[src/rtl/tbrl_pkg.sv]
// tbrl_pkg: shared types and constants of the token bucket rate limiter
// used by every module under rtl; depends on nothing else
package tbrl_pkg;

   localparam int BAL_W   = 52;
   localparam int TIME_W  = 64;
   localparam int COUNT_W = 32;
   localparam int RATE_W  = 32;
   localparam int MICRO_W = 20;
   localparam int TOKEN_W = 32;

   localparam logic [MICRO_W-1:0] MICRO_PER_TOKEN = 20'd1000000;

   // floor(v / 1e6) = floor((v >> 6) * DIV_RECIP >> 60), exact for v < 2^52
   localparam int DIV_PRE_SHIFT = 6;
   localparam int DIV_SHIFT     = 60;
   localparam longint unsigned DIV_ODD = 64'd15625;
   localparam logic [46:0] DIV_RECIP =
      47'(((64'd1 << DIV_SHIFT) + DIV_ODD - 64'd1) / DIV_ODD);

   localparam int CSR_INDEX_W = 1;
   localparam logic [CSR_INDEX_W-1:0] CSR_BURST = 1'b0;
   localparam logic [CSR_INDEX_W-1:0] CSR_RATE  = 1'b1;

   typedef enum logic [1:0] {
      ACT_TAKE    = 2'd0,
      ACT_ADD     = 2'd1,
      ACT_RESTART = 2'd2
   } action_type;

   // classified request handed from the front to the back
   typedef struct packed {
      action_type         action;
      logic [BAL_W-1:0]   cost;
      logic [BAL_W-1:0]   accrual;
   } work_type;

endpackage

[src/rtl/tbrl_div.sv]
// tbrl_div: pipelined divide of micro-tokens by one million through a
// reciprocal multiply, ending in the result register; uses tbrl_pkg
module tbrl_div (
   input  logic                          clock,
   input  logic                          reset,
   input  logic                          in_valid,
   input  logic                          in_granted,
   input  logic [tbrl_pkg::BAL_W-1:0]    in_value,
   output logic                          en,
   output logic                          rsp_valid,
   input  logic                          rsp_stall,
   output logic                          rsp_granted,
   output logic [tbrl_pkg::TOKEN_W-1:0]  rsp_tokens_available
);

   localparam logic [23:0] RECIP_LO = tbrl_pkg::DIV_RECIP[23:0];
   localparam logic [22:0] RECIP_HI = tbrl_pkg::DIV_RECIP[46:24];

   logic [45:0]   y;
   logic [22:0]   y_lo, y_hi;

   logic          d1_valid_ff, d2_valid_ff, d3_valid_ff;
   logic          d1_granted_ff, d2_granted_ff, d3_granted_ff;
   logic [46:0]   d1_ll_ff, d1_ll_in;
   logic [45:0]   d1_lh_ff, d1_lh_in;
   logic [46:0]   d1_hl_ff, d1_hl_in;
   logic [45:0]   d1_hh_ff, d1_hh_in;
   logic [70:0]   d2_sum_a_ff, d2_sum_a_in;
   logic [70:0]   d2_sum_b_ff, d2_sum_b_in;
   logic [93:0]   total;
   logic [tbrl_pkg::TOKEN_W-1:0] d3_tokens_ff, d3_tokens_in;

   assign en = !(d3_valid_ff && rsp_stall);

   // the low six bits of one million are zeros, so divide by 15625 after a shift
   assign y    = in_value[tbrl_pkg::BAL_W-1:tbrl_pkg::DIV_PRE_SHIFT];
   assign y_lo = y[22:0];
   assign y_hi = y[45:23];

   assign d1_ll_in = {24'd0, y_lo} * {23'd0, RECIP_LO};
   assign d1_lh_in = {23'd0, y_lo} * {23'd0, RECIP_HI};
   assign d1_hl_in = {24'd0, y_hi} * {23'd0, RECIP_LO};
   assign d1_hh_in = {23'd0, y_hi} * {23'd0, RECIP_HI};

   assign d2_sum_a_in = {24'd0, d1_ll_ff} + {1'b0, d1_lh_ff, 24'd0};
   assign d2_sum_b_in = {24'd0, d1_hl_ff} + {1'b0, d1_hh_ff, 24'd0};

   assign total        = {23'd0, d2_sum_a_ff} + {d2_sum_b_ff, 23'd0};
   assign d3_tokens_in = total[tbrl_pkg::DIV_SHIFT + tbrl_pkg::TOKEN_W - 1:tbrl_pkg::DIV_SHIFT];

   always_ff @(posedge clock) begin
      if (reset) begin
         d1_valid_ff <= 1'b0;
         d2_valid_ff <= 1'b0;
         d3_valid_ff <= 1'b0;
      end else if (en) begin
         d1_valid_ff <= in_valid;
         d2_valid_ff <= d1_valid_ff;
         d3_valid_ff <= d2_valid_ff;
      end
   end

   always_ff @(posedge clock) begin
      if (en) begin
         d1_granted_ff <= in_granted;
         d1_ll_ff      <= d1_ll_in;
         d1_lh_ff      <= d1_lh_in;
         d1_hl_ff      <= d1_hl_in;
         d1_hh_ff      <= d1_hh_in;

         d2_granted_ff <= d1_granted_ff;
         d2_sum_a_ff   <= d2_sum_a_in;
         d2_sum_b_ff   <= d2_sum_b_in;

         d3_granted_ff <= d2_granted_ff;
         d3_tokens_ff  <= d3_tokens_in;
      end
   end

   assign rsp_valid            = d3_valid_ff;
   assign rsp_granted          = d3_granted_ff;
   assign rsp_tokens_available = d3_tokens_ff;

`ifndef NO_ASSERTIONS
   a_quiet_after_reset: assert property (@(posedge clock)
      $past(reset) |-> !rsp_valid)
      else $error("result beat right after reset");
`endif

endmodule

[config.mk]
export PLATFORM = sky130hd
export DESIGN_NAME = tbrl_div
export DESIGN_NICKNAME = d
export VERILOG_FILES = /design/src/rtl/tbrl_pkg.sv /design/src/rtl/tbrl_div.sv
export SDC_FILE = /design/constraint.sdc
export NUM_CORES = 2
export LEC_CHECK = 0
export BUFFER_PORTS_ARGS = -buffer_cell sky130_fd_sc_hd__buf_2
export CORE_MARGIN = 5
export CORE_UTILIZATION = 46
export DETAILED_ROUTE_END_ITERATION = 8
export PLACE_DENSITY = 0.67
export SYNTH_ARGS = -nofsm -noshare
export SYNTH_HDL_FRONTEND = slang
export SYNTH_SLANG_ARGS = --single-unit
[constraint.sdc]
create_clock -name clock -period 10.2 [get_ports clock]
set_clock_uncertainty 0.2 [all_clocks]
set_input_delay 1.53 -clock clock [delete_from_list [all_inputs] [get_ports clock]]
set_output_delay 1.53 -clock clock [all_outputs]
set_load 0.02 [all_outputs]
## Word-level counts from Yosys, hierarchy flattened

Index checks and enable logic that the tools add are counted.

| cells by class | value |
|---|---|
| $add $sub $neg | 3 |
| $mul | 4 |
| divide/modulo/power cells | 0 |
| $lt $le $gt $ge | 0 |
| equality and inequality tests | 0 |
| shift operators | 0 |
| muxes and demuxes | 0 |
| bitwise operators | 0 |
| reductions and logical operators | 2 |

Operators by type and width:

| operator | count |
|---|---|
| 23-bit by 24-bit multiplier with 47-bit output (second input constant) | 2 |
| 71-bit by 92-bit adder with 92-bit output | 1 |
| 47-bit by 70-bit adder with 71-bit output | 1 |
| 47-bit by 69-bit adder with 69-bit output | 1 |
| 23-bit by 22-bit multiplier with 45-bit output (second input constant) | 1 |
| 23-bit by 22-bit multiplier with 44-bit output (second input constant) | 1 |
| 1-bit logical AND | 1 |
| 1-bit logical NOT | 1 |

| word-level totals | value |
|---|---|
| register bits after elaboration | 361 |
| bits in latches | 0 |
| bits in writable memories | 0 |
| bits in read-only memories | 0 |
| input port bits | 57 |
| output and inout port bits | 35 |
| word-level logic and storage cells | 22 |
| memories kept | 0 |

## Logic depth before layout (Yosys ltp)

| depth | value |
|---|---|
| word-level depth | 2 |
| gate-level depth with buffers | 29 |
| mapped depth without buffers | 27 |

## Worst setup path after synthesis

Ideal clock, no wire load.

| timing path | value |
|---|---|
| kind | input port to output port |
| from | input port rsp_stall |
| to | output port en |
| arrival time | 8194 ps |
| data required time | 8470 ps |
| path slack | 276 ps |
| stages on the path | 1 |
| buffers on the path | 0 |
| path through | nand2_1 |

| between the ends | value |
|---|---|
| cells in the longest elaborated chain, start to end | 2 |

Ends and longest elaborated chain:

| item | line | text |
|---|---|---|
| start, declared | tbrl_div.sv:11 | `input logic rsp_stall,` |
| 1-bit logical AND | tbrl_div.sv:33 | `assign en = !(d3_valid_ff && rsp_stall);` |
| 1-bit logical NOT | tbrl_div.sv:33 |  |
| end, declared | tbrl_div.sv:9 | `output logic en,` |

No other way between the ends.

## Worst setup path after layout

| timing path | value |
|---|---|
| from | input port in_value[43] (netlist bit) |
| to | register d1_hh_ff[41] (data pin) |

| between the ends | value |
|---|---|
| cells in the longest elaborated chain, start to end | 1 |

Ends and longest elaborated chain:

| item | line | text |
|---|---|---|
| start, declared | tbrl_div.sv:8 | `input logic [tbrl_pkg::BAL_W-1:0] in_value,` |
| 23-bit by 22-bit multiplier with 44-bit output | tbrl_div.sv:43 | `assign d1_hh_in = {23'd0, y_hi} * {23'd0, RECIP_HI};` |
| via d1_hh_in[41] | tbrl_div.sv:27 | `logic [45:0] d1_hh_ff, d1_hh_in;` |
| end signal, assigned | tbrl_div.sv:69 | `d1_hh_ff <= d1_hh_in;` |
| end, declared | tbrl_div.sv:27 |  |

The timed path passes the listed nets, and every way through them passes these cells.
A chain may end at the register's enable or synchronous reset.

==> flow_summary.ini <==
[floorplanning]
chipHeight_um = 341
top_level_ports = 92
rows = 121
dieWidth_um = 341
die-area_um2 = 117000
initial_core_util_pct = 46.3
core_um2 = 109000

[route]
drt_iter0_markers = 2362
antenna_left = 0
drt-pass1-iter-count = 5
wire_per_inst_um = 20.2
wirelength_um = 125000
avgViaCountPerCell = 5.27
via_count = 32600
drcViolationCount = 0

[yosys]
synth_top_family_by_area = adder cells
yosys_warnings = 0
synthAdderAreaFrac_pct = 54.3
synth_area_um2 = 50500
muxShareOfSynthArea_pct = 0
ys_async_sr_fraction_pct = 0
ys_seq_elements = 313
syn_nets = 6369
synth-edff-count = 310
synth_cells = 4632
syn_avg_cell_area_um2 = 10.9
ys_types = 80
dominantRegCellSynth = edfxtp_1
seq_area_frac_synth_pct = 18.5
synth_compound_area_share_pct = 8.82
synthSimpleGateAreaFrac_pct = 4.76
synth-xor-area-share_pct = 4.30

[worst_setup_path]
worst_setup_path_start_kind = primary input
cp.required_ps = 10290
arrival_ps = 8870
end_kind = flip-flop
crit_type = primary input to flip-flop
crit_path_max_fanout = 9

[timing]
rsz0062_at_grt = false
fmax_ghz = 0.114
min_period_over_period_pct = 86.1
slew_viol_final = 0
relSlewSlack_pct = 25.0
setup_viol = 0
fin_setup_tns_ps = 0
tightest_slew_ps = 1130
hold_viol = 0
period_minus_slack_ps = 8780

[cts]
cts_tree = built
cts_buffers = 35
clock_sinks = 313
clkSlewWorstSetupHoldPaths_ps = 60
hold_buffers = 0
post_cts_resized = 0
post_cts_buffers = 0
htreeDepth = 2
clock_latency_ps = 540
cts_buffer_depth = 3
clockRootBuffer = clkbuf_16

[placed_design]
portBuffers = 85
routabilityCongestion = 0.955
dp_hpwl_um = 108000

[finish]
area_growth_pct = 6.67
layout_commonest_cell = inv_1
final_nets = 6478
utilization_pct = 49.4
layout_common_cells = 1,206 x inv_1, 857 x fa_1, 823 x ha_1, 310 x edfxtp_1, 217 x a21oi_1
drive_gt1_share_pct = 3.90

[run_status]
outcome = finished clean

[worst_hold_path]
hold_path.class = flip-flop to flip-flop

[global_route]
grt_usage_pct = 21.9
gr-max-usage-layer = met2
antenna_found_initial = 0
grt_use_met3_pct = 4.74
grt_overflow = 0
met1_usage_pct = 31.0
grt_max_degree = 91
met2_usage_pct = 34.0
grt_pass1_vias = 34500
grt_pass1_wl_um = 197000

[flow_run]
maxCapViolations = 0
-- cell families after synthesis --
| group | Yosys count |
|---|---|
| adders and majority gates | 1680 |
| buffers and inverters | 1239 |
| AOI/OAI and AO/OA | 672 |
| and+or+nand+nor | 480 |
| DFF | 313 |
| xor gates and xnor gates | 248 |
-- stage by stage --
step	setup slack, ps	instances	instance area [µm²]	hold WS (ps)
after floorplan	276	4632	50500	200
after global placement	962	6118	52700	205
after detailed placement	892	6118	52700	205
after CTS	1470	6182	53900	218
after global routing	1040	6182	53900	224
final	1420	6183	53900	217
-- sequential cells by signal, indices dropped and copies added, names as in the netlist --
register,flops
d1_valid_ff,1
d2_granted_ff,1
d2_valid_ff,1
d2_sum_a_ff,48
d1_lh_ff,43
d2_sum_b_ff,69
rsp_valid,1
d1_granted_ff,1
d1_hh_ff,42
rsp_tokens_available,32
d1_hl_ff,47
rsp_granted,1
d1_ll_ff,26
-- Yosys cell counts (29+ instances only) --
cell type / instances / area, µm²
nand4_1: 43 / 269
o21bai_1: 29 / 218
ha_1: 823 / 10300
nor3_1: 29 / 145
fa_1: 857 / 17200
edfxtp_1: 310 / 9310
xnor2_1: 164 / 1440
a21o_1: 139 / 1040
xor2_1: 84 / 736
a21oi_1: 217 / 1090
nand3_1: 60 / 300
and3_1: 29 / 181
o21ai_0: 80 / 400
nor2_1: 108 / 405
nand2_1: 112 / 420
inv_1: 1206 / 4530
o21a_1: 45 / 338
-- path summary, 6_finish.rpt --
check	to	slack, ps	depth (start not counted)	from
hold reg to reg	d2_sum_b_ff[6]	220	0	d1_hl_ff[6]
hold / removal	d2_sum_b_ff[6]	220	0	d1_hl_ff[6]
setup / recovery	d1_hh_ff[41]	1420	26	in_value[43]
setup reg to reg	d2_sum_a_ff[61]	6200	14	d1_ll_ff[25]
-- critical path, cell delays in order --
cell and delay, ps:
buf_2 350, inv_1 320, fa_1 600, inv_1 150
fa_1 540, inv_1 50, fa_1 480, inv_1 60
fa_1 520, fa_1 440, fa_1 550, inv_1 60
fa_1 530, inv_1 40, ha_1 350, and3_1 210
a22oi_1 190, o2bb2ai_1 170, nor3b_1 290, a211o_1 190
nand3_1 100, a22oi_1 230, nand2b_1 110, a221oi_1 480
o21ai_1 140, xor2_1 160
-- cell type report --
type | instances | area [µm²]
diodes | 1 | 2.50
inverters | 1206 | 4530
clock inverters | 25 | 263
fillers | 9823 | 55100
multi-input cells | 3080 | 36500
clock buffers | 39 | 891
flip-flops and latches | 313 | 9370
well taps | 1414 | 1770
repair buffers | 105 | 576
-- metal layers --
metal	up-vias	wire, µm	part of all wire [%]
met3	195	9370	7.5
met1	16200	55700	45
li1	15200	-	-
met2	1002	55400	44
met4	0	4420	3.5
met5	-	0	0
Power is left out: the tool's default activity adds up to more than one toggle a clock period on the data nets, which glitch-free logic cannot reach.
