===== config.mk =====
export PLATFORM = sky130hd
export DESIGN_NAME = tbrl_queue
export DESIGN_NICKNAME = d
export VERILOG_FILES = /design/src/rtl/tbrl_pkg.sv /design/src/rtl/tbrl_queue.sv
export SDC_FILE = /design/constraint.sdc
export NUM_CORES = 1
export LEC_CHECK = 0
export BUFFER_PORTS_ARGS = -buffer_cell sky130_fd_sc_hd__buf_2
export CORE_ASPECT_RATIO = 1.25
export CORE_UTILIZATION = 55
export DETAILED_ROUTE_END_ITERATION = 10
export PLACE_DENSITY = 0.76
export SYNTH_ARGS = -nofsm -noshare
export SYNTH_HDL_FRONTEND = slang
export SYNTH_SLANG_ARGS = --single-unit

===== constraint.sdc =====
create_clock -name clock -period 4.05 [get_ports clock]
set_clock_uncertainty 0.2 [all_clocks]
set_input_delay 0.2025 -clock clock [delete_from_list [all_inputs] [get_ports clock]]
set_output_delay 0.2025 -clock clock [all_outputs]
set_load 0.01 [all_outputs]

===== src/rtl/tbrl_pkg.sv =====
// tbrl_pkg: shared types and constants of the token bucket rate limiter
// used by every module under rtl; depends on nothing else
package tbrl_pkg;

   localparam int BAL_W   = 52;
   localparam int TIME_W  = 64;
   localparam int COUNT_W = 32;
   localparam int RATE_W  = 32;
   localparam int MICRO_W = 20;
   localparam int TOKEN_W = 32;

   localparam logic [MICRO_W-1:0] MICRO_PER_TOKEN = 20'd1000000;

   // floor(v / 1e6) = floor((v >> 6) * DIV_RECIP >> 60), exact for v < 2^52
   localparam int DIV_PRE_SHIFT = 6;
   localparam int DIV_SHIFT     = 60;
   localparam longint unsigned DIV_ODD = 64'd15625;
   localparam logic [46:0] DIV_RECIP =
      47'(((64'd1 << DIV_SHIFT) + DIV_ODD - 64'd1) / DIV_ODD);

   localparam int CSR_INDEX_W = 1;
   localparam logic [CSR_INDEX_W-1:0] CSR_BURST = 1'b0;
   localparam logic [CSR_INDEX_W-1:0] CSR_RATE  = 1'b1;

   typedef enum logic [1:0] {
      ACT_TAKE    = 2'd0,
      ACT_ADD     = 2'd1,
      ACT_RESTART = 2'd2
   } action_type;

   // classified request handed from the front to the back
   typedef struct packed {
      action_type         action;
      logic [BAL_W-1:0]   cost;
      logic [BAL_W-1:0]   accrual;
   } work_type;

endpackage


===== src/rtl/tbrl_queue.sv =====
// tbrl_queue: short first-in first-out queue of classified requests
// between the front and the back; uses tbrl_pkg
module tbrl_queue #(
   parameter int DEPTH = 4
) (
   input  logic                 clock,
   input  logic                 reset,
   input  logic                 push,
   input  tbrl_pkg::work_type   push_data,
   input  logic                 pop,
   output tbrl_pkg::work_type   pop_data,
   output logic                 empty,
   output logic                 full
);

   localparam int PTR_W = (DEPTH > 1) ? $clog2(DEPTH) : 1;
   localparam int CNT_W = $clog2(DEPTH + 1);

   tbrl_pkg::work_type   entry_ff [DEPTH];
   logic [PTR_W-1:0]     wr_ptr_ff, wr_ptr_in;
   logic [PTR_W-1:0]     rd_ptr_ff, rd_ptr_in;
   logic [CNT_W-1:0]     count_ff, count_in;

   assign empty    = (count_ff == '0);
   assign full     = (count_ff == CNT_W'(DEPTH));
   assign pop_data = entry_ff[rd_ptr_ff];

   always_comb begin
      wr_ptr_in = wr_ptr_ff;
      rd_ptr_in = rd_ptr_ff;
      count_in  = count_ff;
      if (push) begin
         wr_ptr_in = (wr_ptr_ff == PTR_W'(DEPTH - 1)) ? '0 : wr_ptr_ff + 1'b1;
      end
      if (pop) begin
         rd_ptr_in = (rd_ptr_ff == PTR_W'(DEPTH - 1)) ? '0 : rd_ptr_ff + 1'b1;
      end
      if (push && !pop) begin
         count_in = count_ff + 1'b1;
      end else if (pop && !push) begin
         count_in = count_ff - 1'b1;
      end
   end

   always_ff @(posedge clock) begin
      if (reset) begin
         wr_ptr_ff <= '0;
         rd_ptr_ff <= '0;
         count_ff  <= '0;
      end else begin
         wr_ptr_ff <= wr_ptr_in;
         rd_ptr_ff <= rd_ptr_in;
         count_ff  <= count_in;
      end
   end

   always_ff @(posedge clock) begin
      if (push) begin
         entry_ff[wr_ptr_ff] <= push_data;
      end
   end

`ifndef NO_ASSERTIONS
   a_count_bound: assert property (@(posedge clock) disable iff (reset)
      count_ff <= CNT_W'(DEPTH))
      else $error("queue fill count beyond depth");

   a_no_overflow: assert property (@(posedge clock) disable iff (reset)
      !(push && full))
      else $error("push into full queue");

   a_no_underflow: assert property (@(posedge clock) disable iff (reset)
      !(pop && empty))
      else $error("pop from empty queue");
`endif

endmodule


Yosys cells after proc, flatten, opt, wreduce, memory -nomap -nowiden. Memories as Yosys holds them, arrays and structs flattened. A register that Yosys moved wholly into a read port is not among the register bits. Cells that the tools add are included. W data, S select, Z words.

Memories: 1. Bits in writable memories: 424. Register bits after elaboration: 7. Output and inout port bits: 108. Input port bits: 110. Word-level logic and storage cells: 25.

Mux-type cells: 8. Eq/ne operators: 3. Add/subtract/negate cells: 4. Reductions and logical operators: 6.

Memory list: entry_ff (words 4, width 106, rd ports 1, clocked after memory_dff 1, wr ports 1, line tbrl_queue.sv:19) `tbrl_pkg::work_type entry_ff [DEPTH];`.

Operator list (count): $mux W2 (4); $mux W3 (2); $add A2 B1 Y2 const B (2); $eq A2 B2 Y1 const B (2); $add A3 B1 Y3 const B (1); $eq A3 B3 Y1 const B (1); $logic_not A3 Y1 (1); $sub A3 B1 Y3 const B (1); $logic_and A1 B1 Y1 (2); $logic_not A1 Y1 (2); $mux W1 (2); $reduce_bool A2 Y1 (1).

Depth between registers and ports, before layout. Gate-level depths: netlist (run 1).

Depth in word-level cells: 4. Depth in mapped cells: 7. Gate-level depth less buffers: 7.

Least setup slack after synthesis (run 1). Ideal clock, no wire load.

Kind: reg-to-reg. Start: reg wr_ptr_ff[0]. End: mem entry_ff[3][0] (netlist bit) (enable). Cell stages (with the launch flop): 3. Path buffers: 0. Path slack: 0.383 ns. Data required time: 3.374 ns. Data arrival time: 2.991 ns. Period minus slack after synthesis: 3.667 ns. Setup time: 0.476 ns. Cells stage by stage: dfxtp_1 > ha_1 > and2_1.

RTL lines: from (decl) (line tbrl_queue.sv:20) `logic [PTR_W-1:0] wr_ptr_ff, wr_ptr_in;`; from (signal assigned) (line tbrl_queue.sv:51) `wr_ptr_ff <= wr_ptr_in;`; to (decl) (line tbrl_queue.sv:19).

Straight into the memory's write port.

==> results.ini, run 1 <==
[floorplanning]
die_w_microns = 153.3
num_rows = 68
die-area_sq_um = 29280
initial_utilization_pct = 56.53
io_pins = 218
die_h_microns = 191.1
core_sq_um = 27820

[power]
p_clk_share_pct = 38.0
combPwrFrac_pct = 9.0
intPower_w = 0.007787
switching_share_pct = 20.83
power_density_nw_per_um2 = 500.6
vdd_drop_max_mv = 0.4117
p_leak_nw = 6.709
seq_power_share_pct = 53.0
p_sw_w = 0.002049

[clock_tree]
cts_tree = done
clock_tree.buffer_depth = 3
path_clk_slew_ps = 60
clkLatencyLatePin_ps = 520
htreeDepth = 2
cts_made_buffers = 40
post_cts_resized = 0
numClockSinks = 433
cts_root_buf = clkbuf_16
hold_buffers = 110
postCtsSetupBuffers = 0

[cells_and_area]
seq_area_sq_um = 12920
fin_nets = 1070
syn2layout_area_growth_pct = 24.91
instances_no_fill = 1334
fill_cells = 1621
multi_input_area_sq_um = 2643
drive_above_1_share_pct = 40.12

[place]
gp_congestion = 0.7537
hpwlAfterDp_microns = 17270
pre_cts_slack_ps = 1459
portBuffers = 217
dp.cells = 1151

[sta]
min_period_ps = 3065
maxSlewHeadroom_pct = 44.25
finalSetupViolations = 0
min_period_over_period_pct = 75.68
tightestPinTransition_ps = 836.2
fmax_mhz = 326.3
final.setup.worst_slack_ps = 985.0
final_hold_viol_count = 0
fin_setup_tns_ps = 0
drv_slew = 0
rsz0062_at_grt = false

[setup_path]
critPathRequiredTime_ps = 3650
rr_worst_depth = 3
critPathKind = reg2out
r2r_start = wr_ptr_ff[0]$_SDFFE_PP0P_
end_kind = output port
r2r_slack_ps = 1740
arrival_ps = 2660
startpoint_type = register
reg2reg_to = entry_ff[3][40]$_DFFE_PP_
crit_fanout = 36

[logic_synthesis]
synth.ff_latch_count = 433
yosysWarnings = 0
syn_area_per_cell_sq_um = 26.30
synth_cells = 598
yosysSeqAreaShare_pct = 82.09
synth_fp_nets = 715
ys_types = 19
netlist_area_sq_um = 15730

[run_status]
outcome = complete, no violations

[grt]
grt_max_degree = 64
overflow = 0
grt_pass1_vias = 8289
grt_pass1_wl_microns = 46330
antenna_found_initial = 3
grt_util_all_layers_pct = 21.22

[routing]
dr.pass1.iters = 5
wirelength_microns = 30640
drc = 0
avgViaCountPerCell = 5.676
vias = 7572
drtIter0Drc = 400
ant_nets = 0
wire_per_inst_microns = 22.97

[hold_path]
holdPathStages = 2
hold_path.class = in2reg
hold_start = push_data[69]
hold_path_end = entry_ff[1][69]$_DFFE_PP_

[run]
drv_cap = 0

## cell usage in the layout, fill, tap and decap left out
| cell | count |
|---|---|
| dfxtp_4 | 2 |
| clkinv_1 | 4 |
| a21oi_1 | 2 |
| clkbuf_1 | 12 |
| mux4_2 | 106 |
| dfxtp_1 | 7 |
| buf_2 | 217 |
| nor2_1 | 7 |
| and2_4 | 4 |
| or3_1 | 1 |
| inv_1 | 4 |
| clkbuf_16 | 41 |
| buf_4 | 5 |
| bufinv_16 | 5 |
| o21ai_0 | 1 |
| clkbuf_8 | 2 |
| dlygate4sd3_1 | 110 |
| clkinvlp_4 | 1 |
| diode_2 | 2 |
| mux2i_1 | 4 |
| fa_1 | 1 |
| edfxtp_1 | 424 |
| clkinv_2 | 6 |
| buf_12 | 5 |
| nor3_1 | 1 |
| nor3b_1 | 2 |
| ha_1 | 6 |
| xor2_1 | 2 |
## through the flow
| step | power, W | hold slack, ps | area (sq um) | util, % |
|---|---|---|---|---|
| finish | 0.009835 | 237.7 | 19650 | 70.62 |
| global route | 0.01013 | 228.2 | 19650 | 70.62 |
| CTS | 0.009898 | 212.6 | 19640 | 70.60 |
| detailed placement | 0.006114 | 217.3 | 17240 | 61.96 |
| global placement | 0.006076 | 211.2 | 17240 | 61.96 |
| floorplan | 0.005762 | 71.57 | 15730 | - |
## Yosys cell counts
cell type / number / share of area, %
fa_1: 1 / 0.13
mux2i_1: 4 / 0.25
xor2_1: 2 / 0.11
mux4_2: 106 / 15
buf_2: 12 / 0.38
nor2_1: 7 / 0.17
buf_8: 5 / 0.48
buf_6: 1 / 0.072
clkbuf_1: 6 / 0.14
edfxtp_1: 424 / 81
nor3b_1: 2 / 0.095
dfxtp_1: 9 / 1.1
nor3_1: 1 / 0.032
and2_1: 4 / 0.16
a21oi_1: 2 / 0.064
or3_1: 1 / 0.040
inv_1: 4 / 0.095
o21ai_0: 1 / 0.032
ha_1: 6 / 0.48
## kinds of logic (layout without fill, tap and decap cells)
group           after synthesis  after routing  synth area share [%]
flops                       433            433                 82.09
mux                         110            110                 15.43
buf+inv                      28            412                 1.169
simple gates                 15             15                0.4932
fa+ha+maj                     7              7                0.6046
compound gates                3              3               0.09543
xor+xnor                      2              2                0.1114
other cells                   0              2                     0
## power groups by stage
stage / combinational, W / clock, W / sequential (W)
2_1_floorplan: 0.000482 / 0 / 0.00528
5_1_grt: 0.000942 / 0.00396 / 0.00523
3_5_place_dp: 0.000803 / 0 / 0.00531
4_1_cts: 0.000894 / 0.00379 / 0.00522
6_report: 0.000887 / 0.00373 / 0.00521
3_3_place_gp: 0.000779 / 0 / 0.00530
## layout make-up
type	instances	share of cell area, %
Antenna cell	2	0.02547
Inverter	4	0.07642
Timing Repair Buffer	337	11.83
Multi-Input combinational cell	137	13.45
Clock buffer	55	5.592
Sequential cell	433	65.76
Clock inverter	16	1.032
Tap cell	350	2.229
## registers in the layout, summed over array words and instances (netlist names), named ones only
register / flops
count_ff: 3
rd_ptr_ff: 2
wr_ptr_ff: 2
entry_ff: 424
## layer usage
metal | vias to the layer above | track usage, % | part of all wire, %
met1 | 3970 | 25.82 | 38
li1 | 3290 | - | -
met3 | 51 | 4.103 | 6.1
met2 | 259 | 38.34 | 53
met4 | 2 | 6.760 | 2.4
met5 | - | 0 | 0.033
## critical path: stages, from the launching register on
cell and delay [ps]:
dfxtp_4 840, buf_4 490, mux4_2 580, buf_2 170
## worst max-delay path by stage
| stage | start | endpoint | slack, ps | cells past startpoint |
|---|---|---|---|---|
| after global routing | register | pop_data[44] | 800 | 3 |
| final | register | pop_data[21] | 980 | 3 |
| after detailed placement | register | pop_data[38] | 1460 | 3 |
| after floorplan | wr_ptr_ff[0]$_SDFFE_PP0P_ | entry_ff[3][0]$_DFFE_PP_ | 380 | 2 |
| after CTS | register | pop_data[44] | 880 | 3 |
| after global placement | register | pop_data[21] | 1500 | 3 |
Note: power is estimated with default switching activity, not from simulation.
==> inputs of run 2 (changes only) <==
Settings changed: CORE_UTILIZATION 55 to 51, PLACE_DENSITY 0.76 to 0.74.
Clock period 4.05 ns to 2.6 ns, I/O delays scaled along.
==> run 2 against run 1 <==
  * Clock power up 51%
  * Register-to-register slack worse by 940 ps
  * Critical path depth unchanged
  * Power up 54%
  * Worst hold slack worse by 85 ps
==> results.ini, run 2 (synthesis results as in run 1) <==
[run_status]
outcome = complete, no violations

[grt]
grt_pass1_vias = 8156
overflow = 0
grt_use_met1_pct = 23.82
grt_max_degree = 62
antenna_found_initial = 1
gr-usage-met3_pct = 4.106
grt_pass1_wl_microns = 45130
grtUsageMet2_pct = 32.83
grt_util_all_layers_pct = 18.95
grt_busiest_layer = met2

[cells_and_area]
mostFrequentLayoutCells = edfxtp_1, buf_2, dlygate4sd3_1
drive_above_1_share_pct = 39.96
final_common_cell = edfxtp_1
fin_nets = 1075
final_core_util_pct = 65.52
multi_input_area_sq_um = 2643
biggestRegsByFlops = entry_ff: 424 flops, count_ff: 3 flops
syn2layout_area_growth_pct = 25.82
fill_cells = 1973
largest-register = entry_ff
final_area_sq_um = 19790
seq_area_sq_um = 12920
largest_reg_flops = 424

[clock_tree]
htreeDepth = 2
post_cts_resized = 0
hold_buffers = 109
cts_made_buffers = 42
cts_root_buf = clkbuf_16
clkLatencyLatePin_ps = 520
cts_tree = done
clock_tree.buffer_depth = 3
numClockSinks = 433
postCtsSetupBuffers = 0
path_clk_slew_ps = 60

[sta]
final.setup.worst_slack_ps = 247.8
drv_slew = 0
rsz0062_at_grt = false
min_period_ps = 2352
final_hold_viol_count = 0
tightestPinTransition_ps = 406.1
fin_setup_tns_ps = 0
min_period_over_period_pct = 90.47
maxSlewHeadroom_pct = 72.92
finalSetupViolations = 0
fmax_mhz = 425.1

[power]
power_density_nw_per_um2 = 764.6
p_sw_w = 0.003176
combPwrFrac_pct = 9.5
switching_share_pct = 20.99
p_clk_share_pct = 37.2
intPower_w = 0.01196
vdd_drop_max_mv = 0.6387
p_leak_nw = 6.725
seq_power_share_pct = 53.4

[run]
drv_cap = 0

[routing]
vias = 7403
dr.pass1.iters = 4
wire_per_inst_microns = 20.96
ant_nets = 0
wirelength_microns = 29100
avgViaCountPerCell = 5.334
drtIter0Drc = 386
drc = 0

[hold_path]
hold_path.class = in2reg
hold_start = push_data[95]

[setup_path]
startpoint_type = register
path_buf_inv = 2
critPathKind = reg2out
critPathRequiredTime_ps = 2270
r2r_start = wr_ptr_ff[0]$_SDFFE_PP0P_
slowest_stage = mux4_2
arrival_ps = 2020
cp_top_family = multiplexers
end_kind = output port
crit_fanout = 42
worstPathCellList = buf_12 > mux4_2 > buf_2
slowest_delay_ps = 580

[floorplanning]
die_w_microns = 159.1
io_pins = 218
initial_utilization_pct = 52.08
num_rows = 71
core_sq_um = 30200
die_h_microns = 198.3
die-area_sq_um = 31550

[place]
portBuffers = 217
postPlaceCellArea_sq_um = 17430
hpwlAfterDp_microns = 16390
pre_cts_slack_ps = 769.4
gp_congestion = 0.6750

## run 2: layer usage
layer / up-vias / part of all wire (%)
met2: 225 / 51
met3: 52 / 5.6
met1: 3825 / 41
li1: 3301 / -
met4: 0 / 2.5
met5: - / 0
## run 2: power groups by stage
stage / Sequential (W) / Combinational, W / Clock [W]
finish: 0.00807 / 0.00143 / 0.00562
global route: 0.00810 / 0.00154 / 0.00600
CTS: 0.00808 / 0.00146 / 0.00576
detailed placement: 0.00822 / 0.00132 / 0
global placement: 0.00820 / 0.00130 / 0
floorplan: 0.00821 / 0.000752 / 0
## run 2: final cells by class
| type | instances | area share (%) |
|---|---|---|
| Timing Repair Buffer | 340 | 12.35 |
| Inverter | 4 | 0.07587 |
| Clock inverter | 15 | 0.6322 |
| Multi-Input combinational cell | 137 | 13.35 |
| Antenna cell | 1 | 0.01264 |
| Clock buffer | 57 | 5.753 |
| Sequential cell | 433 | 65.28 |
| Tap cell | 401 | 2.535 |
## run 2: worst paths after layout
check | to | slack (ps) | cells past startpoint
worst max-delay path | pop_data[26] | 250 | 3
worst min register to register | count_ff[2]$_SDFFE_PP0P_ | 300 | 2
worst max register to register | entry_ff[2][52]$_DFFE_PP_ | 800 | 4
worst min-delay path | entry_ff[0][95]$_DFFE_PP_ | 150 | 2
## run 2: metrics by stage
| stage | hold slack [ps] | cells | total power (W) |
|---|---|---|---|
| global route | 135.9 | 1387 | 0.01564 |
| global placement | 141.7 | 1206 | 0.009505 |
| CTS | 113.0 | 1387 | 0.01530 |
| detailed placement | 145.9 | 1206 | 0.009541 |
| finish | 152.7 | 1388 | 0.01513 |
| floorplan | -0.9342 | 598 | 0.008958 |
