==> src/rtl/tbrl_pkg.sv <==
// tbrl_pkg: shared types and constants of the token bucket rate limiter
// used by every module under rtl; depends on nothing else
package tbrl_pkg;

   localparam int BAL_W   = 52;
   localparam int TIME_W  = 64;
   localparam int COUNT_W = 32;
   localparam int RATE_W  = 32;
   localparam int MICRO_W = 20;
   localparam int TOKEN_W = 32;

   localparam logic [MICRO_W-1:0] MICRO_PER_TOKEN = 20'd1000000;

   // floor(v / 1e6) = floor((v >> 6) * DIV_RECIP >> 60), exact for v < 2^52
   localparam int DIV_PRE_SHIFT = 6;
   localparam int DIV_SHIFT     = 60;
   localparam longint unsigned DIV_ODD = 64'd15625;
   localparam logic [46:0] DIV_RECIP =
      47'(((64'd1 << DIV_SHIFT) + DIV_ODD - 64'd1) / DIV_ODD);

   localparam int CSR_INDEX_W = 1;
   localparam logic [CSR_INDEX_W-1:0] CSR_BURST = 1'b0;
   localparam logic [CSR_INDEX_W-1:0] CSR_RATE  = 1'b1;

   typedef enum logic [1:0] {
      ACT_TAKE    = 2'd0,
      ACT_ADD     = 2'd1,
      ACT_RESTART = 2'd2
   } action_type;

   // classified request handed from the front to the back
   typedef struct packed {
      action_type         action;
      logic [BAL_W-1:0]   cost;
      logic [BAL_W-1:0]   accrual;
   } work_type;

endpackage

==> src/rtl/tbrl_back.sv <==
// tbrl_back: applies one request per cycle while en is high to the running
// balance: refill and cap, grant check and debit, add, restart; uses tbrl_pkg
module tbrl_back (
   input  logic                          clock,
   input  logic                          reset,
   input  logic [tbrl_pkg::BAL_W-1:0]    cap,
   input  logic                          en,
   input  logic                          q_empty,
   input  tbrl_pkg::work_type            q_data,
   output logic                          pop,
   output logic                          out_valid,
   output logic                          out_granted,
   output logic [tbrl_pkg::BAL_W-1:0]    out_value
);

   logic [tbrl_pkg::BAL_W-1:0]   balance_ff, balance_in;
   logic                         valid_ff;
   logic                         granted_ff, granted_in;
   logic [tbrl_pkg::BAL_W-1:0]   value_ff, value_in;

   logic [tbrl_pkg::BAL_W-1:0]   addend;
   logic [tbrl_pkg::BAL_W:0]     sum;
   logic [tbrl_pkg::BAL_W-1:0]   capped;
   logic [tbrl_pkg::BAL_W-1:0]   next_balance;

   assign pop = en && !q_empty;

   // take refills by the accrual, add puts in the cost; both share the adder
   assign addend = (q_data.action == tbrl_pkg::ACT_ADD) ? q_data.cost : q_data.accrual;
   assign sum    = {1'b0, balance_ff} + {1'b0, addend};
   assign capped = (sum > {1'b0, cap}) ? cap : sum[tbrl_pkg::BAL_W-1:0];

   always_comb begin
      granted_in   = 1'b1;
      value_in     = capped;
      next_balance = capped;
      case (q_data.action)
         tbrl_pkg::ACT_TAKE: begin
            if (capped >= q_data.cost) begin
               next_balance = capped - q_data.cost;
            end else begin
               granted_in = 1'b0;
            end
         end
         tbrl_pkg::ACT_ADD: begin
            next_balance = capped;
         end
         tbrl_pkg::ACT_RESTART: begin
            next_balance = cap;
            value_in     = cap;
         end
         default: begin
            // unused code: report stored balance, change nothing
            granted_in   = 1'b0;
            value_in     = balance_ff;
            next_balance = balance_ff;
         end
      endcase
   end

   assign balance_in = pop ? next_balance : balance_ff;

   always_ff @(posedge clock) begin
      if (reset) begin
         balance_ff <= '0;
         valid_ff   <= 1'b0;
      end else begin
         balance_ff <= balance_in;
         if (en) begin
            valid_ff <= !q_empty;
         end
      end
   end

   always_ff @(posedge clock) begin
      if (en) begin
         granted_ff <= granted_in;
         value_ff   <= value_in;
      end
   end

   assign out_valid   = valid_ff;
   assign out_granted = granted_ff;
   assign out_value   = value_ff;

`ifndef NO_ASSERTIONS
   a_balance_capped: assert property (@(posedge clock) disable iff (reset)
      (pop && (q_data.action == tbrl_pkg::ACT_TAKE || q_data.action == tbrl_pkg::ACT_ADD
               || q_data.action == tbrl_pkg::ACT_RESTART))
      |=> balance_ff <= $past(cap))
      else $error("balance above cap after update");
`endif

endmodule

==> config.mk <==
export PLATFORM = sky130hd
export DESIGN_NAME = tbrl_back
export DESIGN_NICKNAME = d
export VERILOG_FILES = /design/src/rtl/tbrl_pkg.sv /design/src/rtl/tbrl_back.sv
export SDC_FILE = /design/constraint.sdc
export NUM_CORES = 1
export LEC_CHECK = 0
export ABC_AREA = 1
export ABC_CLOCK_PERIOD_IN_PS = 22700
export BUFFER_PORTS_ARGS = -buffer_cell sky130_fd_sc_hd__buf_2
export CAP_MARGIN = 10
export CORE_MARGIN = 2
export CORE_UTILIZATION = 46
export DETAILED_ROUTE_END_ITERATION = 10
export PLACE_DENSITY = 0.73
export SYNTH_ARGS = -nofsm -noshare
export SYNTH_HDL_FRONTEND = slang
export SYNTH_SLANG_ARGS = --single-unit
==> constraint.sdc <==
create_clock -name clock -period 22.7 [get_ports clock]
set_input_delay 4.54 -clock clock [delete_from_list [all_inputs] [get_ports clock]]
set_output_delay 4.54 -clock clock [all_outputs]
set_load 0.03 [all_outputs]
### Yosys cells after proc, flatten, opt, wreduce, memory -nomap -nowiden

Cells that the tools add are included.

* bits of input ports: 162
* flip-flop bits (word level): 106
* logic and storage cells: 24
* output and inout port bits: 55

* $add $sub $neg: 2
* multiplexer cells: 7
* $lt $le $gt $ge: 2
* reductions and logical operators: 7
* equality and inequality tests: 2

Operators by type and width (count)
* two-way mux 52 bit: 3
* case mux 52 bit (3 select lines): 1
* case mux 52 bit (2 select lines): 1
* adder 52 x 52 -> 53 bit: 1
* greater-than comparator 53 x 52 -> 1 bit: 1
* >= comparator 52 bit: 1
* subtractor 52 bit: 1
* OR reduction 2 bit: 2
* nonzero test 3 bit: 1
* == test 2 x 1 -> 1 bit, second input constant: 1
* == test 2 bit, second input constant: 1
* logical NOT 2 bit: 1
* case mux 1 bit (2 select lines): 1
* AND reduction 2 bit: 1
* logical AND 1 bit: 1
* logical NOT 1 bit: 1
* two-way mux 1 bit: 1

### Longest topological paths before layout

Gate-level depths: netlist of run 1.

* depth in word-level cells: 8
* depth in mapped cells: 54
* depth with buffers taken out: 50

### Least setup slack after synthesis of run 1

OpenSTA, ideal clock, no wires.

* path kind: input port to flip-flop
* start point: input port q_data[105] in the netlist's numbering
* end point: register balance_ff[34] in the netlist's numbering
* required time: 22.630 ns
* library setup time: 0.070 ns
* setup slack: 11.653 ns
* cell stages on the path: 49
* arrival: 10.976 ns
* buffers on the path: 4
* cells stage by stage: inv_1 ha_1 clkbuf_1 inv_1 clkbuf_1 clkbuf_1 nand2_1 nand2_1 ha_1 fa_1 nand3_1 nand2_1 a21oi_1 o21ai_1 nand2_1 nand2_1 nand2_1 nand2_1 [... 13 more ...] inv_1 fa_1 nand3_1 nand2_1 nand2_1 nand2_1 a21boi_2 o21ai_2 nand2_1 nand3_1 nand2_1 nand2_2 inv_2 buf_2 nand3_1 nand2_1 nand3_1 a21oi_1

* word-level cells in the longest chain between the ends: 8
* elaborated cells on any way between the ends: 13
* those cells by class: add/sub (2); order compare (2); eq/ne (2); mux (4); reduce/logical (3)

RTL lines
* start, declared: RTL line tbrl_back.sv:9 `input tbrl_pkg::work_type q_data,`
* == test 2 x 1 -> 1 bit: RTL line tbrl_back.sv:29, tbrl_back.sv:37
* two-way mux 52 bit: RTL line tbrl_back.sv:29 `assign addend = (q_data.action == tbrl_pkg::ACT_ADD) ? q_data.cost : q_data.accrual;`
* adder 52 x 52 -> 53 bit: RTL line tbrl_back.sv:30 `assign sum = {1'b0, balance_ff} + {1'b0, addend};`
* greater-than comparator 53 x 52 -> 1 bit: RTL line tbrl_back.sv:31 `assign capped = (sum > {1'b0, cap}) ? cap : sum[tbrl_pkg::BAL_W-1:0];`
* two-way mux 52 bit: RTL line tbrl_back.sv:31
* subtractor 52 bit / >= comparator 52 bit (equally long branches): RTL line tbrl_back.sv:40, tbrl_back.sv:39
* two-way mux 52 bit: RTL line tbrl_back.sv:39 `if (capped >= q_data.cost) begin`
* case mux 52 bit (3 select lines): RTL line tbrl_back.sv:37 `case (q_data.action)`
* end signal, assigned: RTL line tbrl_back.sv:68 `balance_ff <= balance_in;`
* end, declared: RTL line tbrl_back.sv:16 `logic [tbrl_pkg::BAL_W-1:0] balance_ff, balance_in;`

Several ways; a longest one is shown, not always the timed one.
A chain may end at the register's enable or synchronous reset.

### Worst setup path after layout of run 1

* start point: input port q_data[105] in the netlist's numbering
* end point: register balance_ff[14] in the netlist's numbering

The elaborated chain is that of the path after synthesis.

==> flow_summary.ini, run 1 <==
[pwr]
clockPowerShare = 0.105
switching_share = 0.587
power_frac_seq = 0.140
ir_drop_v = 0.0000708
power_density_nw_per_um2 = 92.1
internal_power_w = 0.000713
total_power_w = 0.00173
p_sw_w = 0.00102
comb_power_share = 0.755
cellLeakagePower_nw = 9.58

[detailed_routing]
drc_errors = 0
dr_wl_met3_um = 11600
met1_length_um = 35500
drt_iter0_drc = 3051
postRouteAntennaNets = 0
dr_wl_met2_um = 32200
first_pass_iters = 7
viasPerCell = 6.04
post_drt_wl_per_cell_um = 23.6
drt-total-wl_um = 82200
via_count = 21100
highest_layer = met5

[placement]
place.gp.congestion = 1.10
hpwl_um = 65700
dpl.cell_count = 3469
pre_cts_slack_ns = 7.49
portBuffers = 216

[global_route]
overflow = 0
antenna_found_initial = 7
grt_max_degree = 104
grt_pass1_vias = 19100
track_usage = 0.414
grt_pass1_wl_um = 119000

[clock_network]
cts_inserted_buffers = 9
ctsHoldBuffers = 0
root_buffer = clkbuf_16
htreeDepth = 3
clk_latency_ns = 0.40
clock-sinks = 106
cts-resized-gates = 0
clkTransAtPathRegs_ns = 0.10
clockBufferDepth = 2
post_cts_buffers = 0
cts_tree = built

[worst_setup_path]
r2r-end = balance_ff[14]
slowest_delay_ns = 0.77
slowest_stage = buf_4
crit_arrival_ns = 15.65
critPathBufInv = 10
path_delay_family = simple AND/OR/NAND/NOR gates
worst_path_most_repeated_cell = nand2_1
crit_path_end = balance_ff[14]
path_depth = 48
r2r-start = balance_ff[0]
critPathKind = in -> reg
endpoint_kind = register
required_ns = 23.00
r2r_slack_ns = 13.08
startpoint_type = input port
critPathLaunch = q_data[105]
critPathMaxFanout = 103
r2r_cells = 40

[sta]
max_freq_mhz = 65.2
finalHoldViolations = 0
period_share = 0.676
holdWs_ns = 0.486
fin_skew_ns = 0.0240
slew_violations = 0
setup_viol = 0
setup_ws_ns = 7.36
min_period_ns = 15.34
rsz0062_at_grt = false
setup_tns_ns = 0
slew_headroom = 0.259
worst_pin_slew_ns = 1.10

[floorplanning]
core_um2 = 36700
die_w_um = 197
ios = 217
start_util = 0.468
die_y_um = 197
die_area_um2 = 38900
num_rows = 70

[yosys]
async_reset_ff_frac = 0
syn_area_um2 = 17200
syn-instance-count = 2863
synth_warnings = 0
ys_types = 53
ys_ff_latch = 106
syn_area_per_cell_um2 = 6.00
synthTopCellsByArea = nand2_1, ha_1, edfxtp_1
synth_top_area_share = 0.147
yosysSeqAreaShare = 0.155
synthFlopType = edfxtp_1
synth_edf_count = 53
synth_nets = 3187
synth_top_area_cell = nand2_1

[finish]
layout-drive-gt1-share = 0.138
area_growth_pct = 9.30
finalNonFillerCells = 3488
fin_nets = 3336

[run]
cap_violations = 0

[min_path]
holdPathStages = 2
min-delay-path-class = reg -> reg

[outcome]
status = finished, final reports clean
## registers in the layout (all words and copies together), names as in the netlist
| signal | flops |
|---|---|
| balance_ff | 52 |
| out_value | 52 |
| out_granted | 1 |
| out_valid | 1 |
## cell families after synthesis
| kind of cell | share of synthesized area |
|---|---|
| fa+ha+maj | 0.119 |
| compound gates | 0.179 |
| buf+inv | 0.118 |
| flops | 0.155 |
| simple gates | 0.391 |
| xor+xnor | 0.0383 |
## layer usage
layer	global-route usage	vias up
li1	-	9709
met1	0.597	9772
met2	0.577	1420
met3	0.131	170
met4	0.122	6
met5	0.0294	-
## per-stage QoR
step	area, um2	utilization
after detailed placement	18500	0.503
after global routing	18800	0.511
after global placement	18500	0.503
final	18800	0.511
after CTS	18800	0.511
after floorplan	17200	-
## cell type report
type	count	area [um2]
Antenna cell	3	7.51
Clock buffer	10	239
Clock inverter	6	57.6
Fill cell	3927	17900
Inverter	408	1530
Multi-Input combinational cell	2256	12500
Sequential cell	106	2650
Tap cell	468	586
Timing Repair Buffer	231	1190
## layout by cell type, fill, tap and decap left out, types with 11 or more instances in the layout
cell type  count
o21ai_0      130
buf_2        216
nor2_1       279
xnor2_1       15
nor3_1        25
nand3_1      313
dfxtp_1       53
ha_1         157
nand2_4       38
buf_4         15
nand2_1      672
nand4_1       19
nand2_2       22
and2_4        45
inv_1        383
inv_2         24
o21bai_1      25
a21oi_1      313
a31oi_1       42
xor2_1        60
o21a_1        11
edfxtp_1      53
## power by group through the flow
stage          clock, W  sequential, W  combinational, W
4_1_cts        0.000181       0.000242           0.00125
5_1_grt        0.000186       0.000244           0.00140
6_report       0.000181       0.000242           0.00131
3_3_place_gp          0       0.000245           0.00124
3_5_place_dp          0       0.000246           0.00124
2_1_floorplan         0       0.000266          0.000861
## how the worst min path moves through the flow
stage,start,end,slack (ns)
2_1_floorplan,balance_ff[10],balance_ff[10],0.46
3_3_place_gp,out_valid,out_valid,0.46
3_5_place_dp,out_valid,out_valid,0.46
4_1_cts,out_valid,out_valid,0.48
5_1_grt,out_valid,out_valid,0.51
6_report,out_valid,out_valid,0.49
## synthesized netlist by cell type, types with 3 or more instances
library cell / n
or2_2: 8
buf_2: 29
nand2_2: 22
nor2_2: 7
nor3_1: 25
edfxtp_1: 53
o21ai_1: 5
nor2_4: 3
o21bai_1: 25
nand3_1: 313
nand2_4: 38
o211ai_1: 4
a21boi_0: 5
nor4_1: 6
nand2_1: 672
a21o_1: 9
o21a_1: 11
buf_12: 4
a211oi_1: 3
clkbuf_1: 52
nor2_1: 279
xnor2_1: 15
and2_4: 45
dfxtp_1: 53
nand4_1: 19
inv_2: 23
buf_6: 5
o21ai_0: 130
inv_1: 384
ha_1: 160
a21oi_1: 313
nand3b_1: 6
a21oi_2: 8
a31oi_1: 42
xor2_1: 60
and3_1: 3
## worst reg2reg max path: cells and delay by family (launching register included)
| kind | cells | cell delay (ns) |
|---|---|---|
| AND/OR/NAND/NOR | 22 | 4.10 |
| adder cells (fa/ha/maj) | 5 | 1.76 |
| buffers and inverters | 6 | 1.65 |
| AO/OA/AOI/OAI | 6 | 1.25 |
| flip-flops | 1 | 0.45 |
| XOR/XNOR | 1 | 0.35 |
Power figures use the tool's default switching activity.
==> run 2, diff against run 1 <==
--- a/config.mk
+++ b/config.mk
@@ -6,13 +6,13 @@
 export NUM_CORES = 1
 export LEC_CHECK = 0
 export ABC_AREA = 1
-export ABC_CLOCK_PERIOD_IN_PS = 22700
+export ABC_CLOCK_PERIOD_IN_PS = 14050
 export BUFFER_PORTS_ARGS = -buffer_cell sky130_fd_sc_hd__buf_2
 export CAP_MARGIN = 10
 export CORE_MARGIN = 2
 export CORE_UTILIZATION = 46
 export DETAILED_ROUTE_END_ITERATION = 10
-export PLACE_DENSITY = 0.73
+export PLACE_DENSITY = 0.75
 export SYNTH_ARGS = -nofsm -noshare
 export SYNTH_HDL_FRONTEND = slang
 export SYNTH_SLANG_ARGS = --single-unit
==> constraint.sdc (replaced) <==
create_clock -name clock -period 14.05 [get_ports clock]
set_input_delay 2.81 -clock clock [delete_from_list [all_inputs] [get_ports clock]]
set_output_delay 2.81 -clock clock [all_outputs]
set_load 0.03 [all_outputs]
==> run 2 against run 1 <==
  * Sequential share of layout area about the same
  * Sequential cell count unchanged
  * Worst setup slack worse by 5.7 ns
  * Cell area up 0.25%
  * Combinational power up 65%
==> flow_summary.ini, run 2 (same netlist as run 1, synthesis figures left out) <==
[global_route]
antenna_found_initial = 3
grt_pass1_wl_um = 120000
overflow = 0
grt_max_degree = 76
grt_pass1_vias = 19100
track_usage = 0.418

[sta]
max_freq_mhz = 80.9
period_share = 0.879
slew_headroom = 0.312
slew_violations = 0
rsz0062_at_grt = false
fin_skew_ns = 0.0181
setup_tns_ns = 0
setup_viol = 0
finalHoldViolations = 0
worst_pin_slew_ns = 1.03
min_period_ns = 12.35

[floorplanning]
die_area_um2 = 38900
die_y_um = 197
die_w_um = 197
start_util = 0.468
core_um2 = 36700
num_rows = 70
ios = 217

[finish]
nFillCells = 3934
layout_commonest_cell = nand2_1
layout_common_cells = nand2_1, inv_1, nand3_1, a21oi_1, nor2_1
n_antenna_cell = 0
finalNonFillerCells = 3491
area_growth_pct = 9.57
fin_nets = 3342
layout-drive-gt1-share = 0.140

[worst_setup_path]
endpoint_kind = register
required_ns = 14.39
critPathBufInv = 10
path_delay_family = simple AND/OR/NAND/NOR gates
slowest_delay_ns = 0.59
startpoint_type = input port
critPathMaxFanout = 51
critPathKind = in -> reg
slowest_stage = buf_4
crit_arrival_ns = 12.69

[clock_network]
clkTransAtPathRegs_ns = 0.10
cts-resized-gates = 0
root_buffer = clkbuf_16
cts_tree = built
clock-sinks = 106
ctsHoldBuffers = 0
clockBufferDepth = 2
clk_latency_ns = 0.41
cts_inserted_buffers = 9
htreeDepth = 3
post_cts_buffers = 0

[detailed_routing]
viasPerCell = 6.07
via_count = 21200
drt-total-wl_um = 83200
postRouteAntennaNets = 0
post_drt_wl_per_cell_um = 23.8
drt_iter0_drc = 3098
first_pass_iters = 6
drc_errors = 0

[outcome]
status = finished, final reports clean

[run]
cap_violations = 0

[placement]
dpl.cell_count = 3475
hpwl_um = 67200
place.gp.congestion = 1.12
portBuffers = 216

[min_path]
min-delay-path-class = reg -> reg

[pwr]
total_power_w = 0.00285
power_density_nw_per_um2 = 152
cellLeakagePower_nw = 9.61
ir_drop_v = 0.0000736
run 2: cell types whose count changed in the layout (fill, tap and decap cells not counted), sizes merged:
cell      change
buf           +6
diode         -3
clkbuf        -1
clkinv        +1
clkinvlp      +1
inv           -1
run 2: power by group:
part / switching, W / total [W] / internal, W / leakage [nW]
registers: 0.0000229 / 0.000390 / 0.000367 / 0.962
logic: 0.00151 / 0.00216 / 0.000658 / 8.50
clock network: 0.000170 / 0.000298 / 0.000128 / 0.146
total: 0.00170 / 0.00285 / 0.00115 / 9.61
run 2: metrics by stage:
step | hold WS, ns | util | setup WS [ns] | instance area (um2)
global placement | 0.454 | 0.504 | 1.82 | 18500
detailed placement | 0.477 | 0.504 | 1.68 | 18500
finish | 0.497 | 0.513 | 1.70 | 18800
global route | 0.522 | 0.513 | 1.02 | 18800
floorplan | 0.463 | - | 4.73 | 17200
CTS | 0.492 | 0.513 | 2.08 | 18800
run 2: worst register-to-register path: cells and delay by family, from the launching register on:
kind	cells	cell delay [ns]
AND/OR/NAND/NOR	23	3.35
AO/OA/AOI/OAI	10	1.78
buffers and inverters	6	1.75
adder cells (fa/ha/maj)	4	1.30
flip-flops	1	0.39
XOR/XNOR	1	0.33
run 2: final timing paths:
path	to	slack [ns]	cells past startpoint	start
worst max register to register	balance_ff[21]	5.07	44	balance_ff[0]
worst min register to register	balance_ff[7]	0.50	2	balance_ff[7]
worst min-delay path	balance_ff[7]	0.50	2	balance_ff[7]
worst max-delay path	balance_ff[21]	1.70	47	q_data[105]
run 2: cell type report:
type,count,area (um2),area share
clock buffer,9,225,0.0120
clock inverter,7,80.1,0.00426
inverter,408,1530,0.0814
multi-input combinational,2256,12500,0.664
sequential,106,2650,0.141
tap,468,586,0.0311
timing repair buffer,237,1240,0.0659
run 2: layer usage:
layer | track usage | up-vias | part of all wire
li1 | - | 9708 | -
met1 | 0.599 | 9791 | 0.42
met2 | 0.593 | 1486 | 0.40
met3 | 0.132 | 182 | 0.15
met4 | 0.124 | 6 | 0.032
met5 | 0 | - | 0.00036
